<file path="config.mk">
export PLATFORM = sky130hd
export DESIGN_NAME = dwa_div
export DESIGN_NICKNAME = d
export VERILOG_FILES = /design/src/hw/rtl/dwa_div.sv
export SDC_FILE = /design/constraint.sdc
export NUM_CORES = 1
export LEC_CHECK = 0
export ABC_AREA = 1
export BUFFER_PORTS_ARGS = -buffer_cell sky130_fd_sc_hd__buf_2
export CAP_MARGIN = 5
export CORE_MARGIN = 2
export CORE_UTILIZATION = 50
export DETAILED_ROUTE_END_ITERATION = 8
export GPL_ROUTABILITY_DRIVEN = 0
export MAX_ROUTING_LAYER = met4
export PLACE_DENSITY_LB_ADDON = 0.25
export SYNTH_ARGS = -nofsm -noshare
export SYNTH_HDL_FRONTEND = slang
export SYNTH_SLANG_ARGS = --single-unit
</file>
<file path="constraint.sdc">
create_clock -name clk -period 2.3 [get_ports clk]
set_clock_uncertainty 0.1 [all_clocks]
set_input_delay 0.46 -clock clk [delete_from_list [all_inputs] [get_ports clk]]
set_output_delay 0.46 -clock clk [all_outputs]
set_load 0.02 [all_outputs]
</file>
<file path="src/hw/rtl/dwa_div.sv">
// restoring divider, one quotient bit per cycle
module dwa_div #(
    parameter int DVD_W = 24,
    parameter int DVS_W = 20
) (
    input  logic             clk,
    input  logic             rst_n,
    input  logic             start,
    input  logic [DVD_W-1:0] dividend,
    input  logic [DVS_W-1:0] divisor,
    output logic             done,
    output logic [DVD_W-1:0] quot,
    output logic [DVS_W-1:0] rem
);
    localparam int CNT_W = $clog2(DVD_W);

    logic             run_reg;
    logic             done_reg;
    logic [CNT_W-1:0] cnt_reg;
    logic [DVD_W-1:0] quot_reg;
    logic [DVS_W-1:0] rem_reg;
    logic [DVS_W-1:0] dvs_reg;
    logic [DVS_W:0]   shifted;
    logic [DVS_W:0]   diff;
    logic             fits;

    assign shifted = {rem_reg, quot_reg[DVD_W-1]};
    assign diff    = shifted - {1'b0, dvs_reg};
    assign fits    = !diff[DVS_W];

    always_ff @(posedge clk or negedge rst_n)
    begin
        if (!rst_n)
        begin
            run_reg  <= 1'b0;
            done_reg <= 1'b0;
            cnt_reg  <= '0;
        end
        else
        begin
            done_reg <= 1'b0;
            if (start)
            begin
                run_reg <= 1'b1;
                cnt_reg <= '0;
            end
            else if (run_reg)
            begin
                cnt_reg <= cnt_reg + 1'b1;
                if (cnt_reg == CNT_W'(DVD_W - 1))
                begin
                    run_reg  <= 1'b0;
                    done_reg <= 1'b1;
                end
            end
        end
    end

    always_ff @(posedge clk)
    begin
        if (start)
        begin
            quot_reg <= dividend;
            rem_reg  <= '0;
            dvs_reg  <= divisor;
        end
        else if (run_reg)
        begin
            quot_reg <= {quot_reg[DVD_W-2:0], fits};
            rem_reg  <= fits ? diff[DVS_W-1:0] : shifted[DVS_W-1:0];
        end
    end

    assign done = done_reg;
    assign quot = quot_reg;
    assign rem  = rem_reg;
endmodule

</file>
Word-level counts from Yosys, hierarchy flattened --
Index checks and enable logic that the tools add are counted.
Word-level totals: bits in registers 71, input bits 47, output and inout port bits 45, logic and storage cells 22
Cells by class: add/subtract/negate cells 2, eq/ne operators 1, mux-type cells 11, reductions and logical operators 2
Operators by type and width (count):
- 24-bit two-way mux | 2
- 21-bit by 20-bit subtractor with 21-bit output | 1
- 20-bit two-way mux | 1
- 5-bit two-way mux | 2
- 1-bit two-way mux | 6
- 5-bit by 1-bit adder with 5-bit output (second input constant) | 1
- 5-bit equality test (second input constant) | 1
- 2-bit nonzero test | 1
- 1-bit logical NOT | 1

Longest topological paths before layout --
Gate-level depths: netlist of run 1.
depth in word-level cells 4, depth in mapped cells 16, mapped depth without buffers 16

Least setup slack after synthesis of run 1 --
OpenSTA, ideal clock, no wires.
path kind register -> register, start point register quot_reg[23] (netlist: quot[23]), end point register quot_reg[0] (netlist: quot[0]) (data pin), setup time 266 ps, arrival 1929 ps, path slack 5 ps, stages on the path, launching flop included 13, buffers on the path 1, cells stage by stage edfxtp_1 > inv_1 > ha_1 > fa_1 > inv_1 > nand3_1 > nand3_1 > nand2_2 > nand3_2 > nand2_1 > nand2_2 > buf_6 > o21ai_1
Between the ends: cells in the longest elaborated chain, start to end 4
RTL lines:
- start, declared | RTL line 20 | logic [DVD_W-1:0] quot_reg;
- start signal, assigned | RTL line 63 | quot_reg <= dividend;
- start signal, assigned | RTL line 69 | quot_reg <= {quot_reg[DVD_W-2:0], fits};
- 21-bit by 20-bit subtractor with 21-bit output | RTL line 28 | assign diff = shifted - {1'b0, dvs_reg};
- 1-bit logical NOT | RTL line 29 | assign fits = !diff[DVS_W];
- 24-bit two-way mux | RTL line 67 | else if (run_reg)
- 24-bit two-way mux | RTL line 61 | if (start)
No other way between the ends. The select of a mux whose other input is x is not followed. A chain may end at the register's enable or synchronous reset.

Worst setup path in the final report of run 1 --
start point register quot_reg[23] (netlist: quot[23]), end point register rem_reg[16] (netlist: rem[16])
Between the ends: cells in the longest elaborated chain, start to end 2
RTL lines:
- 21-bit by 20-bit subtractor with 21-bit output | RTL line 28
- 20-bit two-way mux | RTL line 70 | rem_reg <= fits ? diff[DVS_W-1:0] : shifted[DVS_W-1:0];
- end signal, assigned | RTL line 70
- end, declared | RTL line 21 | logic [DVS_W-1:0] rem_reg;
No other way between the ends.

==> results of run 1 <==
## metrics by stage
step	TNS, ps	power [mW]	setup WS, ps
final	0	5.26	124
after global routing	-66.2	5.69	-14.9
after CTS	0	5.02	29.1
after detailed placement	0	4.09	21.3
after global placement	0	4.04	104
after floorplan	0	3.43	5.09
## final cells by class
type,count,area (um2)
fillers,729,2980
multi-input cells,411,2120
flip-flops and latches,71,1900
repair buffers,105,606
inverters,92,345
clock buffers,12,145
well taps,105,131
clock inverters,4,31.3
## timing repair
item / 4_1_cts / 5_1_grt
hold endpoints to repair: 7 / 0
gates resized for setup: 1 / 32
hold buffers: 1 / 0
endpoints found under the setup margin: 3 / 21
pin swaps: 0 / 6
setup buffers: 0 / 0
gates cloned: 0 / 2
## cell usage after synthesis, types with 2 or more instances
cell type / count / share of area [%]
buf_6: 3 / 0.79
ha_1: 21 / 6.1
o21ai_1: 3 / 0.35
a21oi_1: 15 / 1.8
nand3_1: 39 / 4.6
edfxtp_1: 44 / 31
nor2_1: 31 / 2.7
inv_1: 91 / 8.0
o21bai_1: 4 / 0.70
clkbuf_1: 8 / 0.70
nand2_2: 5 / 0.73
nor3_1: 10 / 1.2
xnor2_1: 4 / 0.82
o21ai_0: 7 / 0.82
nand3b_1: 2 / 0.35
xor2_1: 6 / 1.2
dfxtp_1: 20 / 9.4
nand2_1: 249 / 22
nand4_1: 3 / 0.44
nor2_2: 3 / 0.44
dfrtp_1: 7 / 4.1
## kinds of logic (layout without fill, tap and decap cells)
kind of cell             count (synthesis)  count (layout)  synth area share, %
adder cells (fa/ha/maj)                 22              22                 6.61
AND/OR/NAND/NOR                        348             349                 33.5
AO/OA/AOI/OAI                           30              30                 3.83
buffers and inverters                  104             213                 9.65
XOR/XNOR                                10              10                 2.05
flip-flops                              71              71                 44.3
## power groups by stage
stage	clock [mW]	sequential [mW]	combinational [mW]
floorplan	0	1.92	1.52
global placement	0	1.75	2.30
detailed placement	0	1.75	2.34
CTS	0.931	1.73	2.36
global route	0.989	1.77	2.93
finish	0.915	1.74	2.60
## layer usage
layer	GRT usage, %	vias up	wire (um)
met1	30.5	1794	4700
li1	-	2041	-
met3	5.35	23	737
met2	40.3	160	5020
met5	-	-	0
met4	9.62	0	199
## placed cells by master, fill, tap and decap left out, types with 2 or more instances in the layout
master | Yosys | layout
o21ai_0 | 7 | 5
ha_4 | 0 | 4
inv_1 | 91 | 90
edfxtp_1 | 44 | 44
buf_2 | 0 | 91
clkbuf_1 | 8 | 2
nor2_1 | 31 | 29
nor2_2 | 3 | 4
nand2_2 | 5 | 7
ha_1 | 21 | 13
o21ai_1 | 3 | 5
xnor2_1 | 4 | 4
nand2_4 | 1 | 4
clkinvlp_4 | 0 | 3
dfrtp_1 | 7 | 7
nand2_1 | 249 | 244
a21oi_1 | 15 | 13
xor2_1 | 6 | 6
nand4_1 | 3 | 3
dfxtp_1 | 20 | 19
clkbuf_8 | 0 | 10
nor3_1 | 10 | 9
nand3_2 | 1 | 2
nand3b_1 | 2 | 2
buf_4 | 0 | 10
buf_12 | 0 | 2
nand3_1 | 39 | 38
ha_2 | 0 | 4
a21oi_2 | 1 | 2
o21bai_1 | 4 | 4
## critical path: cells and delay by family (launching register included)
family | cells | cell delay, ps
adders and majority gates | 2 | 560
buffers and inverters | 2 | 130
DFF | 1 | 350
and+or+nand+nor | 9 | 930
## worst max path at each step
stage                     from       to  slack (ps)
finish                quot[23]  rem[16]         120
global route        dvs_reg[6]  rem[10]         -10
CTS                   quot[23]  rem[17]          30
detailed placement    quot[23]  quot[0]          20
global placement      quot[23]  quot[0]         100
floorplan             quot[23]  quot[0]           5
==> results.py, run 1 <==
metrics = {
    "outcome": {
        "run_status": "finished clean",
    },
    "timing": {
        "min_period_over_period_pct": 94.6,
        "fmax_ghz": 0.460,
        "setup_viol": 0,
        "slew_headroom_pct": 77.7,
        "hold_slack_ps": 173,
        "worst_pin_slew_ps": 332,
        "hold_violations": 0,
        "maxSlewViolCount": 0,
        "layout_min_cycle_time_ps": 2180,
    },
    "drt": {
        "drc": 0,
        "drtPass1Iterations": 5,
        "num_vias": 4018,
        "routed_via_density": 5.02,
        "ant_nets": 0,
        "drtIter0Drc": 210,
        "wl_per_cell_um": 13.3,
        "drt-total-wl_mm": 10.7,
    },
    "grt": {
        "grt_overflow": 0,
        "grt_antenna_before_repair": 0,
        "grt_max_degree": 24,
        "grtUsageTotal_pct": 24.8,
        "grt_pass1_wl_mm": 17.3,
        "grt_pass1_vias": 3933,
    },
    "critical_path": {
        "required_ps": 2450,
        "crit_fanout": 8,
        "startpoint_type": "register",
        "r2r-end": "rem[16]",
        "critPathArrivalTime_ps": 2320,
        "r2r_start": "quot[23]",
        "crit_chain": "inv_1, ha_2, fa_2, inv_2, nand3_1, nand3_2, nand2_4, nand3_2, nand2_2, nand2_4, nand2_1, nand3_1, nand2_1",
        "critical_path_class": "reg2reg",
        "critical_path.endpoint_type": "register",
        "slowest_stage": "edfxtp_1",
        "ff2ff_setup_slack_ps": 120,
        "rr_worst_depth": 13,
        "slowest_delay_ps": 350,
    },
    "placed_design": {
        "port_buffers": 91,
        "dp.cells": 781,
        "place_area_um2": 4910,
        "dp_hpwl_mm": 7.74,
    },
    "cells_and_area": {
        "syn_to_final_growth_pct": 23.4,
        "fin_util_pct": 63.9,
        "layout-drive-gt1-share_pct": 22.2,
        "final_cells": 800,
        "nets": 759,
        "largest_reg_flops": 24,
        "n_antenna_cell": 0,
        "stdcell_area_um2": 5280,
    },
    "clocking": {
        "max-clock-path-buffers": 2,
        "path_clk_slew_ps": 80,
        "clock-sinks": 71,
        "cts_buffers": 9,
        "htree_levels": 3,
        "cts_tree": "yes",
        "cts-root-buf": "clkbuf_8",
        "insertion_delay_ps": 350,
    },
    "power": {
        "leakagePower_nw": 2.82,
        "p_switching_mw": 2.27,
        "netSwitchingFraction_pct": 43.2,
        "intPower_mw": 2.99,
        "comb_power_share_pct": 49.5,
        "ir_drop_v": 0.000474,
        "power.density_nw_per_um2": 996,
        "power_frac_clock_pct": 17.4,
        "power_frac_seq_pct": 33.2,
    },
    "floorplan": {
        "core_area_um2": 8260,
        "ioPinCount": 92,
        "die_h_um": 96.5,
        "die-area_um2": 9310,
        "initial_core_util_pct": 51.8,
        "rows": 33,
        "die_x_um": 96.5,
    },
    "worst_hold_path": {
        "hp-start": "divisor[6]",
        "min_to": "dvs_reg[6]",
        "hold_depth": 1,
        "hold_path.class": "in2reg",
    },
    "synth": {
        "ys_ff_latch": 71,
        "ys_seq_area_share_pct": 44.3,
        "synth_nets": 654,
        "syn_inst": 585,
        "synth_area_um2": 4280,
        "synth_ff_type": "edfxtp_1",
        "synth_cell_types": 31,
        "avgSynthCellArea_um2": 7.31,
        "ys_async_sr_fraction_pct": 9.86,
        "synth_edf_count": 44,
        "yosysWarnings": 0,
    },
    "flow_run": {
        "cap_violations": 0,
    },
}
No activity file was read; power rests on OpenSTA's default activity.
==> run 2, diff against run 1 <==
--- a/config.mk
+++ b/config.mk
@@ -6,11 +6,11 @@
 export NUM_CORES = 1
 export LEC_CHECK = 0
 export ABC_AREA = 1
-export BUFFER_PORTS_ARGS = -buffer_cell sky130_fd_sc_hd__buf_2
 export CAP_MARGIN = 5
-export CORE_MARGIN = 2
+export CORE_MARGIN = 5
 export CORE_UTILIZATION = 50
 export DETAILED_ROUTE_END_ITERATION = 8
+export DONT_BUFFER_PORTS = 1
 export GPL_ROUTABILITY_DRIVEN = 0
 export MAX_ROUTING_LAYER = met4
 export PLACE_DENSITY_LB_ADDON = 0.25
==> results.py, run 2 (synthesis results as in run 1) <==
metrics = {
    "outcome": {
        "run_status": "finished clean",
    },
    "floorplan": {
        "ioPinCount": 92,
        "core_area_um2": 8260,
        "rows": 33,
        "initial_core_util_pct": 51.8,
        "die_h_um": 103,
        "die-area_um2": 10500,
        "die_x_um": 103,
    },
    "clocking": {
        "insertion_delay_ps": 360,
        "path_clk_slew_ps": 100,
        "cts-root-buf": "clkbuf_8",
        "max-clock-path-buffers": 2,
        "cts_tree": "yes",
        "post-cts-setup-buffers": 0,
        "cts_buffers": 9,
        "clock-sinks": 71,
        "htree_levels": 3,
    },
    "critical_path": {
        "slowest_delay_ps": 360,
        "r2r-end": "rem[1]",
        "cp-startpoint": "quot[23]",
        "critical_path.endpoint_type": "register",
        "r2r_start": "quot[23]",
        "critPathArrivalTime_ps": 2320,
        "crit_chain": "inv_1, ha_2, fa_2, inv_2, nand3_1, nand3_2, nand2_4, nand3_2, nand2_2, nand2_4, buf_12, nand2_1, nand3_1, nand2_1",
        "slowest_stage": "fa_2",
        "rr_worst_depth": 14,
        "crit_end": "rem[1]",
        "crit_fanout": 10,
        "startpoint_type": "register",
        "critical_path_class": "reg2reg",
        "required_ps": 2450,
        "ff2ff_setup_slack_ps": 130,
    },
    "placed_design": {
        "place_area_um2": 4600,
        "port_buffers": 0,
        "dp_hpwl_mm": 7.50,
    },
    "grt": {
        "grt_overflow": 0,
        "grt_max_degree": 50,
        "grt_pass1_vias": 3686,
        "grtUsageTotal_pct": 21.2,
        "grt_pass1_wl_mm": 17.0,
        "grt_antenna_before_repair": 0,
    },
    "timing": {
        "fin_setup_tns_ps": 0,
        "rsz0062_at_grt": "yes",
        "fmax_ghz": 0.460,
        "hold_violations": 0,
        "layout_min_cycle_time_ps": 2170,
        "maxSlewViolCount": 0,
        "worst_pin_slew_ps": 697,
        "setup_viol": 0,
        "slew_headroom_pct": 53.2,
        "min_period_over_period_pct": 94.4,
    },
    "power": {
        "p_switching_mw": 2.26,
        "power_frac_clock_pct": 20.4,
        "power.density_nw_per_um2": 1080,
        "intPower_mw": 3.06,
        "netSwitchingFraction_pct": 42.4,
        "total_power_mw": 5.32,
        "comb_power_share_pct": 46.7,
        "leakagePower_nw": 2.55,
        "ir_drop_v": 0.000428,
        "power_frac_seq_pct": 32.8,
    },
    "worst_hold_path": {
        "hp-start": "divisor[13]",
        "hold_path.class": "in2reg",
    },
    "cells_and_area": {
        "mostFrequentLayoutCell": "nand2_1",
        "layout-drive-gt1-share_pct": 12.4,
        "syn_to_final_growth_pct": 15.6,
        "nets": 687,
        "largest_reg_flops": 24,
        "n_antenna_cell": 0,
        "final_cell_mix": "nand2_1 (244), inv_1 (90), edfxtp_1 (44)",
        "stdcell_area_um2": 4950,
    },
    "drt": {
        "wl_per_cell_um": 13.9,
        "ant_nets": 0,
        "num_vias": 3643,
        "routed_via_density": 5.00,
        "drtPass1Iterations": 4,
        "drt-total-wl_mm": 10.2,
        "drc": 0,
        "drtIter0Drc": 139,
    },
    "flow_run": {
        "cap_violations": 0,
    },
}
==> run 2: worst min-delay path by stage <==
stage,to,slack [ps],depth (start not counted)
final,dvs_reg[13],90,0
after global routing,dvs_reg[14],60,0
after floorplan,cnt_reg[0],60,0
after detailed placement,run_reg,60,0
after CTS,cnt_reg[2],60,1
after global placement,run_reg,60,0
==> run 2: final cells by class <==
class	instances	area, um2
Fill cell	765	3310
Sequential cell	71	1900
Multi-Input combinational cell	410	2070
Tap cell	105	131
Inverter	92	345
Clock inverter	7	86.3
Clock buffer	9	124
Timing Repair Buffer	34	295
==> run 2: per-stage QoR <==
step | worst slack [ps] | hold WS, ps | cells | util [%]
2_1_floorplan | 5.09 | 64.4 | 585 | -
3_3_place_gp | 76.1 | 64.6 | 710 | 55.7
3_5_place_dp | 1.47 | 64.6 | 710 | 55.7
4_1_cts | 39.5 | 58.6 | 727 | 58.4
5_1_grt | -25.0 | 62.7 | 728 | 59.9
6_report | 128 | 85.8 | 728 | 59.9
==> run 2: what timing repair did <==
action	4_1_cts	5_1_grt
hold buffers	1	0
endpoints found under the setup margin	8	21
resized for setup	1	24
endpoints found under the hold margin	7	0
cloned	0	1
pin swaps	0	4
==> run 2: routing by layer <==
metal	vias to the layer above	part of all wire, %	track usage (%)
met5	-	0	-
met4	0	1.3	7.47
met3	13	8.2	7.04
met2	107	48	33.7
met1	1636	43	25.3
li1	1887	-	-
==> run 2: power by group through the flow <==
stage          clock network [mW]  logic (mW)  registers [mW]
2_1_floorplan                   0        1.52            1.92
3_3_place_gp                    0        2.27            1.76
3_5_place_dp                    0        2.29            1.77
4_1_cts                      1.12        2.31            1.74
5_1_grt                      1.18        2.80            1.77
6_report                     1.09        2.49            1.75
==> run 2: worst max-delay path, delay by kind of cell, from the launching register on <==
kind | cells | cell delay [ps]
flops | 1 | 350
fa+ha+maj | 2 | 560
simple gates | 9 | 780
buf+inv | 3 | 270
